`config.mk`:
```
export PLATFORM = sky130hd
export DESIGN_NAME = serial_command_line_assembler
export DESIGN_NICKNAME = d
export VERILOG_FILES = /design/src/rtl/scla_pkg.sv /design/src/rtl/scla_store.sv /design/src/rtl/serial_command_line_assembler.sv
export SDC_FILE = /design/constraint.sdc
export NUM_CORES = 1
export LEC_CHECK = 0
export ABC_AREA = 1
export ABC_CLOCK_PERIOD_IN_PS = 3500
export BUFFER_PORTS_ARGS = -buffer_cell sky130_fd_sc_hd__buf_2
export CORE_MARGIN = 5
export CORE_UTILIZATION = 40
export DETAILED_ROUTE_END_ITERATION = 12
export PLACE_DENSITY_LB_ADDON = 0.1
export SYNTH_ARGS = -nofsm -noshare
export SYNTH_HDL_FRONTEND = slang
export SYNTH_SLANG_ARGS = --single-unit
```
`constraint.sdc`:
```
create_clock -name clk -period 3.5 [get_ports clk]
set_input_delay 0.175 -clock clk [delete_from_list [all_inputs] [get_ports clk]]
set_output_delay 0.175 -clock clk [all_outputs]
set_load 0.02 [all_outputs]
```
`src/rtl/scla_pkg.sv`:
```
// Shared types and constants of the serial command line assembler.
`default_nettype none
package scla_pkg;

	localparam int LINE_DEPTH = 32;
	localparam int LINE_AW    = $clog2(LINE_DEPTH);
	localparam int FILL_W     = 6;
	localparam int PREFIX_W   = 5;

	localparam logic [7:0] SPACE_BYTE = 8'd32;

	typedef enum logic [1:0] {
		KIND_ECHO = 2'd0,
		KIND_LINE = 2'd1,
		KIND_TERM = 2'd2
	} kind_t;

	typedef enum logic [2:0] {
		CFG_END_CHAR   = 3'd0,
		CFG_BS_CHAR    = 3'd1,
		CFG_START_CHAR = 3'd2,
		CFG_START_CNT  = 3'd3,
		CFG_ADDR_EN    = 3'd4,
		CFG_ADDR_VAL   = 3'd5,
		CFG_ECHO_EN    = 3'd6,
		CFG_FLOOR      = 3'd7
	} cfg_idx_t;

	typedef enum logic [2:0] {
		ST_IDLE,
		ST_BS_SPACE,
		ST_BS_ECHO,
		ST_LINE_OUT,
		ST_TERM
	} state_t;

	typedef struct packed {
		logic               we;
		logic [LINE_AW-1:0] waddr;
		logic [7:0]         wdata;
		logic               re;
		logic [LINE_AW-1:0] raddr;
	} store_req_t;

endpackage
`default_nettype wire

```
`src/rtl/scla_store.sv`:
```
// Line store: single-port-write, registered-read byte memory.
`default_nettype none
module scla_store
	import scla_pkg::*;
(
	input  wire logic       clk,
	input  wire store_req_t req,
	output logic [7:0]      rd_data
);

	logic [7:0] mem [LINE_DEPTH];

	always_ff @(posedge clk) begin
		if (req.we) begin
			mem[req.waddr] <= req.wdata;
		end
	end

	always_ff @(posedge clk) begin
		if (req.re) begin
			rd_data <= mem[req.raddr];
		end
	end

endmodule
`default_nettype wire

```
`src/rtl/serial_command_line_assembler.sv`:
```
// Top level of the serial command line assembler.
// Timing: an echo result is registered and appears the cycle after its transaction; line output
// passes the store read register, then the output register. One byte per cycle when the output
// register is free; input waits while a backspace echo or an end byte's line and terminator go out.
// Reset: asynchronous, clears framing, fill count, registers to defaults; store not cleared.
`default_nettype none
module serial_command_line_assembler
	import scla_pkg::*;
(
	input  wire logic       clk,
	input  wire logic       arst_n,
	input  wire logic       s_tvalid,
	output logic            s_tready,
	input  wire logic [7:0] s_tdata,   // [7:0] rx_byte
	output logic            m_tvalid,
	input  wire logic       m_tready,
	output logic [7:0]      m_tdata,   // [7:0] out_byte
	output logic [1:0]      m_tuser,   // [1:0] out_kind
	output logic            m_tlast,
	input  wire logic       cfg_we,
	input  wire logic [2:0] cfg_index,
	input  wire logic [7:0] cfg_data
);

	logic [7:0] end_char_q, bs_char_q, start_char_q, addr_val_q, floor_q;
	logic [3:0] start_cnt_q;
	logic       addr_en_q, echo_en_q;

	state_t state_q, state_d;
	logic [FILL_W-1:0]   fill_q, fill_d, len_q, len_d, idx_q, idx_d;
	logic [PREFIX_W-1:0] prefix_q, prefix_d;
	logic [7:0]          hold_q, hold_d;

	logic       m_valid_q, m_last_q;
	logic [7:0] m_byte_q;
	kind_t      m_kind_q;

	logic       ld;
	kind_t      ld_kind;
	logic [7:0] ld_byte;
	logic       ld_last;

	store_req_t req;
	logic [7:0] rd_data;

	logic                slot_free, full;
	logic [FILL_W-1:0]   fill_eff, idx_inc;
	logic [PREFIX_W-1:0] pre_eff, cnt_ext;
	logic                start_act, addr_act, end_hit, bs_hit, store_hit;

	scla_store u_store (
		.clk     (clk),
		.req     (req),
		.rd_data (rd_data)
	);

	always_ff @(posedge clk or negedge arst_n) begin
		if (!arst_n) begin
			end_char_q   <= 8'd10;
			bs_char_q    <= 8'd8;
			start_char_q <= 8'd0;
			start_cnt_q  <= 4'd0;
			addr_en_q    <= 1'b0;
			addr_val_q   <= 8'd0;
			echo_en_q    <= 1'b0;
			floor_q      <= 8'd31;
		end else if (cfg_we) begin
			unique case (cfg_idx_t'(cfg_index))
				CFG_END_CHAR:   end_char_q   <= cfg_data;
				CFG_BS_CHAR:    bs_char_q    <= cfg_data;
				CFG_START_CHAR: start_char_q <= cfg_data;
				CFG_START_CNT:  start_cnt_q  <= cfg_data[3:0];
				CFG_ADDR_EN:    addr_en_q    <= cfg_data[0];
				CFG_ADDR_VAL:   addr_val_q   <= cfg_data;
				CFG_ECHO_EN:    echo_en_q    <= cfg_data[0];
				CFG_FLOOR:      floor_q      <= cfg_data;
			endcase
		end
	end

	assign slot_free = !m_valid_q || m_tready;
	assign full      = fill_q >= FILL_W'(LINE_DEPTH);
	assign fill_eff  = full ? '0 : fill_q;
	assign pre_eff   = full ? '0 : prefix_q;
	assign cnt_ext   = PREFIX_W'(start_cnt_q);
	assign idx_inc   = idx_q + FILL_W'(1);

	assign start_act = (start_char_q != 8'd0) && (pre_eff < cnt_ext);
	assign addr_act  = !start_act && addr_en_q && (pre_eff == cnt_ext);
	assign end_hit   = !start_act && !addr_act && (s_tdata == end_char_q);
	assign bs_hit    = !start_act && !addr_act && !end_hit && (s_tdata == bs_char_q)
		&& (fill_eff != '0);
	assign store_hit = !start_act && !addr_act && !end_hit && !bs_hit
		&& (s_tdata > floor_q) && (fill_eff < FILL_W'(LINE_DEPTH));

	always_comb begin
		state_d   = state_q;
		fill_d    = fill_q;
		prefix_d  = prefix_q;
		len_d     = len_q;
		idx_d     = idx_q;
		hold_d    = hold_q;
		s_tready  = 1'b0;
		ld        = 1'b0;
		ld_kind   = KIND_ECHO;
		ld_byte   = 8'd0;
		ld_last   = 1'b0;
		req       = '0;
		unique case (state_q)
			ST_IDLE: begin
				s_tready = slot_free;
				if (s_tvalid && slot_free) begin
					fill_d   = fill_eff;
					prefix_d = pre_eff;
					hold_d   = s_tdata;
					if (echo_en_q) begin
						ld      = 1'b1;
						ld_kind = KIND_ECHO;
						ld_byte = s_tdata;
						ld_last = !(end_hit || bs_hit);
					end
					if (start_act) begin
						prefix_d = (s_tdata == start_char_q) ? pre_eff + PREFIX_W'(1) : '0;
					end else if (addr_act) begin
						prefix_d = (s_tdata == addr_val_q) ? pre_eff + PREFIX_W'(1) : '0;
					end else if (end_hit) begin
						len_d    = fill_eff;
						idx_d    = '0;
						fill_d   = '0;
						prefix_d = '0;
						if (fill_eff != '0) begin
							req.re    = 1'b1;
							req.raddr = '0;
							state_d   = ST_LINE_OUT;
						end else begin
							state_d = ST_TERM;
						end
					end else if (bs_hit) begin
						fill_d = fill_eff - FILL_W'(1);
						if (echo_en_q) begin
							state_d = ST_BS_SPACE;
						end
					end else if (store_hit) begin
						req.we    = 1'b1;
						req.waddr = fill_eff[LINE_AW-1:0];
						req.wdata = s_tdata;
						fill_d    = fill_eff + FILL_W'(1);
					end
				end
			end
			ST_BS_SPACE: begin
				if (slot_free) begin
					ld      = 1'b1;
					ld_kind = KIND_ECHO;
					ld_byte = SPACE_BYTE;
					state_d = ST_BS_ECHO;
				end
			end
			ST_BS_ECHO: begin
				if (slot_free) begin
					ld      = 1'b1;
					ld_kind = KIND_ECHO;
					ld_byte = hold_q;
					ld_last = 1'b1;
					state_d = ST_IDLE;
				end
			end
			ST_LINE_OUT: begin
				if (slot_free) begin
					ld      = 1'b1;
					ld_kind = KIND_LINE;
					ld_byte = rd_data;
					idx_d   = idx_inc;
					if (idx_inc == len_q) begin
						state_d = ST_TERM;
					end else begin
						req.re    = 1'b1;
						req.raddr = idx_inc[LINE_AW-1:0];
					end
				end
			end
			ST_TERM: begin
				if (slot_free) begin
					ld      = 1'b1;
					ld_kind = KIND_TERM;
					ld_last = 1'b1;
					state_d = ST_IDLE;
				end
			end
			default: state_d = ST_IDLE;
		endcase
	end

	always_ff @(posedge clk or negedge arst_n) begin
		if (!arst_n) begin
			state_q  <= ST_IDLE;
			fill_q   <= '0;
			prefix_q <= '0;
			len_q    <= '0;
			idx_q    <= '0;
		end else begin
			state_q  <= state_d;
			fill_q   <= fill_d;
			prefix_q <= prefix_d;
			len_q    <= len_d;
			idx_q    <= idx_d;
		end
	end

	always_ff @(posedge clk) begin
		hold_q <= hold_d;
	end

	always_ff @(posedge clk or negedge arst_n) begin
		if (!arst_n) begin
			m_valid_q <= 1'b0;
		end else if (ld) begin
			m_valid_q <= 1'b1;
		end else if (m_tready) begin
			m_valid_q <= 1'b0;
		end
	end

	always_ff @(posedge clk) begin
		if (ld) begin
			m_kind_q <= ld_kind;
			m_byte_q <= ld_byte;
			m_last_q <= ld_last;
		end
	end

	assign m_tvalid = m_valid_q;
	assign m_tdata  = m_byte_q;
	assign m_tuser  = m_kind_q;
	assign m_tlast  = m_last_q;

`ifndef SYNTHESIS
	a_fill_bound: assert property (@(posedge clk) disable iff (!arst_n)
		fill_q <= FILL_W'(LINE_DEPTH))
		else $error("fill count beyond store depth");

	a_ready_idle: assert property (@(posedge clk) disable iff (!arst_n)
		s_tready |-> state_q == ST_IDLE)
		else $error("input ready outside idle");

	a_idx_bound: assert property (@(posedge clk) disable iff (!arst_n)
		state_q == ST_LINE_OUT |-> idx_q < len_q)
		else $error("line read index past line length");

	a_write_on_accept: assert property (@(posedge clk) disable iff (!arst_n)
		req.we |-> s_tvalid && s_tready)
		else $error("store write without input transaction");

	a_load_slot: assert property (@(posedge clk) disable iff (!arst_n)
		ld |-> slot_free)
		else $error("output register overwritten while held");
`endif

endmodule
`default_nettype wire

```
After elaboration in Yosys (flattened, before gate mapping)
Memory sizes are Yosys's and may differ from the RTL's. A register that Yosys moved wholly into a read port is not among the register bits. Index checks and enable logic that the tools add are counted.

Register bits after elaboration: 92. Memories kept: 1. Bits in writable memories: 256. Logic and storage cells: 159. Bits of input ports: 24.

Magnitude comparators: 4. Eq/ne operators: 27. Add/sub/neg operators: 4. Reduce and logical (&&, ||, !) cells: 40. Mux-type cells: 63. Bitwise logic cells: 2.

Memories: u_store.mem (depth 32, bits a word 8, read ports 1, clocked after memory_dff 1, wr ports 1, line scla_store.sv:11) `logic [7:0] mem [LINE_DEPTH];`.

Operator list (count): $mux 6 (16); $mux 20 (3); $mux 14 (4); $mux 3 (11); $eq 8x8->1 (4); $mux 8 (4); $pmux 8 s4 (1); $mux 5 (6); $pmux 6 s2 (2); $reduce_and 2->1 (9); $eq 3x3->1 const B (5); $ne 2x2->1 const B (7); $add 6x1->6 const B (2); $eq 3x2->1 const B (4); $logic_and 1x1->1 (12); $pmux 3 s4 (1); $mux 1 (11); $reduce_and 9->1 (1); $gt 8x8->1 (1); $reduce_bool 8->1 (1); $eq 3x1->1 const B (2); $eq 6x6->1 (1); $ge 6x6->1 const B (1); $logic_not 1->1 (6); 19 further kinds (25).

Depth between registers and ports, before layout
Depth in word-level cells: 27. Mapped depth: 20. Depth with buffers taken out: 20.

Cells and area by module
From an unflattened synthesis, not the netlist that was laid out.

Cells, all modules: 1596. Area, all modules: 16403.2 um^2.

By module, submodules not included: scla_store (times used 1, cells an instance 922, area an instance 10866.7 um^2); serial_command_line_assembler (times used 1, cells an instance 674, area an instance 5536.6 um^2).

Worst setup path after synthesis
OpenSTA, ideal clock, no wires.

Path type: register -> register. Start: register fill_q[5]. End: memory u_store.mem[11][0], enable pin. Data arrival time: 2.799 ns. Data required time: 3.130 ns. Buffers on the path: 1. Path slack: 0.330 ns. Cell stages (with the launch flop): 19. Setup time: 0.370 ns. Cells stage by stage: dfrtp_1 > buf_6 > nor2_1 > inv_1 > ha_1 > inv_1 > a21oi_1 > nor2_1 > o21ai_0 > nand2_1 > nand2_1 > nor2_2 > nand2_2 > inv_1 > ha_1 > inv_1 > nor3_2 > nand3_1 > nor2_1.

Longest elaborated chain between the ends: 27. Elaborated cells between the ends (all ways): 31. Those cells by class: order compare: 3; eq/ne: 1; mux: 11; reduce/logical: 16.

Ends and longest elaborated chain: from (decl) (line serial_command_line_assembler.sv:30) `logic [FILL_W-1:0] fill_q, fill_d, len_q, len_d, idx_q, idx_d;`; from (signal assigned) (line serial_command_line_assembler.sv:203) `fill_q <= fill_d;`; $ge 6x6->1 (line serial_command_line_assembler.sv:82) `assign full = fill_q >= FILL_W'(LINE_DEPTH);`; $mux 5 (line serial_command_line_assembler.sv:84) `assign pre_eff = full ? '0 : prefix_q;`; $lt 5x4->1 (line serial_command_line_assembler.sv:88) `assign start_act = (start_char_q != 8'd0) && (pre_eff < cnt_ext);`; $logic_and 1x1->1 (line serial_command_line_assembler.sv:88); $logic_not 1->1; $logic_and 1x1->1 (2 in series) (line serial_command_line_assembler.sv:89) `assign addr_act = !start_act && addr_en_q && (pre_eff == cnt_ext);`; $logic_not 1->1 (line serial_command_line_assembler.sv:90, serial_command_line_assembler.sv:91, serial_command_line_assembler.sv:93); $logic_and 1x1->1 (line serial_command_line_assembler.sv:90, serial_command_line_assembler.sv:91, serial_command_line_assembler.sv:93); [... 10 more ...]; $mux 14 (line serial_command_line_assembler.sv:138) `end else if (bs_hit) begin`; $mux 14 (line serial_command_line_assembler.sv:126) `end else if (end_hit) begin`; $mux 20 (line serial_command_line_assembler.sv:124) `end else if (addr_act) begin`; $mux 20 (*) (line serial_command_line_assembler.sv:122) `if (start_act) begin`; $mux 20 (*) (line serial_command_line_assembler.sv:112) `if (s_tvalid && slot_free) begin`; $mux 14 (*) (line serial_command_line_assembler.sv:109) `unique case (state_q)`; $mux 1 (line scla_store.sv:14) `if (req.we) begin`; $mux 1 (not written as such) (line scla_store.sv:15) `mem[req.waddr] <= req.wdata;`; to (decl) (line scla_store.sv:11).

Every way passes the cells marked *; elsewhere a longest branch is shown, timed or not.

Worst setup path in the final report
Start: register fill_q[5]. End: memory u_store.mem[6][2], enable pin.

Elaborated cells between the ends (all ways): 31. Those cells by class: order compare: 3; eq/ne: 1; mux: 11; reduce/logical: 16.

RTL lines: $ge 6x6->1 (*) (line serial_command_line_assembler.sv:82); $mux 6 (*) (line serial_command_line_assembler.sv:83) `assign fill_eff = full ? '0 : fill_q;`; named net fill_eff[0] (line serial_command_line_assembler.sv:47) `logic [FILL_W-1:0] fill_eff, idx_inc;`; parallel branches: the longest is 7 deep, another holds $lt 6x6->1; $mux 14 (*) (line serial_command_line_assembler.sv:138); $mux 14 (*) (line serial_command_line_assembler.sv:126); $mux 20 (*) (line serial_command_line_assembler.sv:124); $mux 20 (*) (line serial_command_line_assembler.sv:122); $mux 20 (*) (line serial_command_line_assembler.sv:112); $mux 14 (*) (line serial_command_line_assembler.sv:109); $mux 1 (line scla_store.sv:14); $mux 1 (not written as such) (line scla_store.sv:15).

Mark *: on every way through the listed nets, which the timed path passes.

==> impl_metrics.csv <==
group,metric,value,unit
place,port-buffer-count,36,
logic_synthesis,syn_inst,1821,
clock_network,cts_root_buffer,"clkbuf_16",
floorplanning,die_height,217.6,microns
run_status,status,"finished, final reports clean",
cells_and_area,layout.nets,1935,
worst_setup_path,required,3.81,ns
drt,drtIter0Drc,1179,
logic_synthesis,syn_nets,1862,
drt,wl_per_cell,19.99,microns
logic_synthesis,ys_async_sr_fraction,0.2051,
hold_path,min_path_type,"input port to register",
clock_network,cts_buffer_depth,3,
power,power.leakage,8.713,nW
floorplanning,die_x,217.6,microns
worst_setup_path,path_class,"register to register",
timing,worst_pin_slew,1.166,ns
drt,drcViolationCount,0,
drt,vias,12930,
cells_and_area,syn_to_final_growth,16.19,%
drt,post_drt_via_cell_ratio,5.148,
global_route,grt_max_degree,129,
timing,drv_slew,0,
timing,period_share,0.9187,
logic_synthesis,yosysWarnings,0,
worst_setup_path,critPathArrivalTime,3.53,ns
logic_synthesis,avgSynthCellArea,9.470,sq um
clock_network,tritoncts,"done",
clock_network,numCtsBuffers,41,
logic_synthesis,synth_edf_count,283,
clock_network,path_clk_slew,0.06,ns
timing,fin_tns_setup,0,ns
power,peakVddDrop,0.0004905,V
floorplanning,initial_core_util,0.4021,
drt,routed_wl,50190,microns
floorplanning,core,42890,sq um
logic_synthesis,ys_ff_latch,356,
global_route,antenna_found_initial,2,
worst_setup_path,worst_setup_path_end_kind,"register",
timing,skew,0.02929,ns
timing,hold_viol_final,0,
global_route,grt_pass1_wl,77730,microns
global_route,track_usage,0.2111,
logic_synthesis,ys_seq_area_frac,0.5993,
logic_synthesis,syn_area,17250,sq um
drt,dr.pass1.iters,5,
timing,rsz0062_at_grt,"no",
drt,postRouteAntennaNets,0,
power,power.density,640.9,nW/um^2
timing,finalSetupViolCount,0,
floorplanning,ios,37,
worst_setup_path,crit_fanout,8,
place,dp_hpwl,31000,microns
place,gp_congestion,0.8578,
worst_setup_path,cp-start-kind,"register",
cells_and_area,fin_util,0.4672,
global_route,overflow,0,
timing,min_period,3.216,ns
timing,hold_ws,0.02472,ns
floorplanning,die_area,47370,sq um
job,cap_violations,0,
cells_and_area,diodes,0,
timing,slew_headroom,0.2190,
clock_network,cts_sinks,356,
logic_synthesis,synth_cell_type_count,42,
global_route,first_global_vias,12680,
cells_and_area,drive_above_1_share,0.1236,
logic_synthesis,ys.flop_type,"edfxtp_1",
floorplanning,row_count,76,
timing,fmaxAchievable,0.3110,GHz
clock_network,clk_latency,0.57,ns
cells_and_area,fillers,4113,
clock_network,htree_levels,2,
[cells by family after synthesis]
family / synth area share
AO/OA/AOI/OAI: 0.03860
XOR/XNOR: 0.01320
adder cells (fa/ha/maj): 0.01233
buffers and inverters: 0.1011
flip-flops: 0.5993
AND/OR/NAND/NOR: 0.2354
[flip-flops by register name, indices dropped and copies added, names as in the netlist, 8 cells and up]
name / flops
u_store.mem: 256
addr_val_q: 8
bs_char_q: 8
end_char_q: 8
floor_q: 8
hold_q: 8
m_tdata: 8
start_char_q: 8
u_store.rd_data: 8
[placed cells by master, fill, tap and decap left out, types with 3 or more instances in the layout]
cell type / synthesis / final
nor3_1: 6 / 6
o211ai_1: 3 / 3
nor2_4: 2 / 15
nand2_1: 323 / 323
nor2_2: 5 / 15
buf_12: 0 / 8
xnor2_1: 20 / 20
buf_4: 0 / 63
dfrtp_1: 65 / 64
nand3_2: 6 / 6
clkbuf_8: 0 / 4
a22oi_1: 9 / 9
dlygate4sd3_1: 0 / 16
edfxtp_1: 283 / 283
nand3_1: 261 / 259
inv_1: 345 / 344
buf_2: 35 / 35
clkinv_2: 0 / 4
clkinv_1: 1 / 7
bufinv_16: 0 / 3
clkbuf_16: 0 / 43
dfstp_2: 8 / 8
nor2_1: 87 / 64
a21oi_1: 13 / 12
o21ai_0: 80 / 80
xor2_1: 6 / 6
o22ai_1: 3 / 3
a31oi_1: 5 / 5
clkbuf_1: 47 / 12
ha_1: 17 / 17
nand4_1: 142 / 142
or2_2: 7 / 7
inv_2: 11 / 11
[layout make-up]
type                    instances  area, sq um  area share
multi-input cells            1016         5325      0.2658
repair buffers                122        968.4     0.04833
flip-flops and latches        356        10340      0.5159
well taps                     585        732.0     0.03653
clock buffers                  59         1176     0.05870
inverters                     357         1343     0.06700
clock inverters                16        156.4    0.007806
[path summary, 6_finish.rpt]
kind                                            startpoint                           to  slack [ns]  cells past startpoint
worst max register to register       fill_q[5]$_DFFE_PN0P_  u_store.mem[6][2]$_DFFE_PP_        0.28                     21
worst min register to register  start_cnt_q[2]$_DFFE_PN0P_   start_cnt_q[2]$_DFFE_PN0P_        0.49                      2
worst max-delay path                 fill_q[5]$_DFFE_PN0P_  u_store.mem[6][2]$_DFFE_PP_        0.28                     21
worst min-delay path                              m_tready         m_tvalid$_DFFE_PN0P_        0.02                      4
max in group asynchronous                           arst_n       floor_q[3]$_DFFE_PN1P_        2.41                      3
min in group asynchronous                           arst_n         len_q[5]$_DFFE_PN0P_        0.21                      2
[synth_stat cells, types with 5 or more instances]
cell	instances	area (sq um)
a21oi_1	13	65.06
a22oi_1	9	67.56
a31oi_1	5	31.28
buf_1	8	30.03
buf_2	35	175.2
clkbuf_1	47	176.4
dfrtp_1	65	1627
dfstp_2	8	210.2
edfxtp_1	283	8498
ha_1	17	212.7
inv_1	345	1295
inv_2	11	41.29
nand2_1	323	1212
nand3_1	261	1306
nand3_2	6	60.06
nand4_1	142	888.4
nor2_1	87	326.6
nor2_2	5	31.28
nor3_1	6	30.03
o21ai_0	80	400.4
or2_2	7	43.79
xnor2_1	20	175.2
xor2_1	6	52.55
[per-stage QoR]
stage	cell area [sq um]	instances	setup slack, ns	power (mW)
global placement	18450	2420	0.1259	8.601
global route	20040	2511	0.02395	13.51
finish	20040	2511	0.2844	12.84
detailed placement	18450	2420	-0.01582	8.602
floorplan	17250	1821	0.3305	7.394
CTS	19950	2511	0.002605	12.92
[power breakdown]
group          leakage (nW)  total [mW]  internal [mW]  switching [mW]
Sequential             3.52        5.20           5.00           0.204
Clock                 0.645        4.28           2.55            1.72
Combinational          4.55        3.36          0.966            2.40
[worst max-delay path, stage by stage (launching register included)]
cell     delay, ns
dfrtp_2       0.44
nor2_1        0.08
inv_1         0.08
ha_1          0.14
inv_1         0.08
nor3_4        0.22
inv_2         0.07
nor2_4        0.10
inv_2         0.06
nand3_2       0.08
inv_2         0.05
nor3_2        0.13
nand2_2       0.08
inv_1         0.10
ha_1          0.15
inv_1         0.04
nor3_2        0.27
nor2_1        0.12
inv_2         0.27
buf_4         0.18
nor2_1        0.03
buf_4         0.18
[metal layers]
| metal | up-vias | global-route usage | share of wire |
|---|---|---|---|
| li1 | 6246 | - | - |
| met1 | 6267 | 0.3123 | 0.47 |
| met2 | 339 | 0.3307 | 0.46 |
| met3 | 75 | 0.03040 | 0.047 |
| met4 | 0 | 0.05140 | 0.020 |
| met5 | - | 0 | 0 |
[repair_timing]
| action | CTS | global route |
|---|---|---|
| buffers inserted | 0 | 0 |
| setup endpoints to repair | 24 | 216 |
| resized for setup | 4 | 25 |
| hold endpoints to repair | 76 | 0 |
| hold buffers | 16 | 0 |
(Power assumes the default switching activity.)
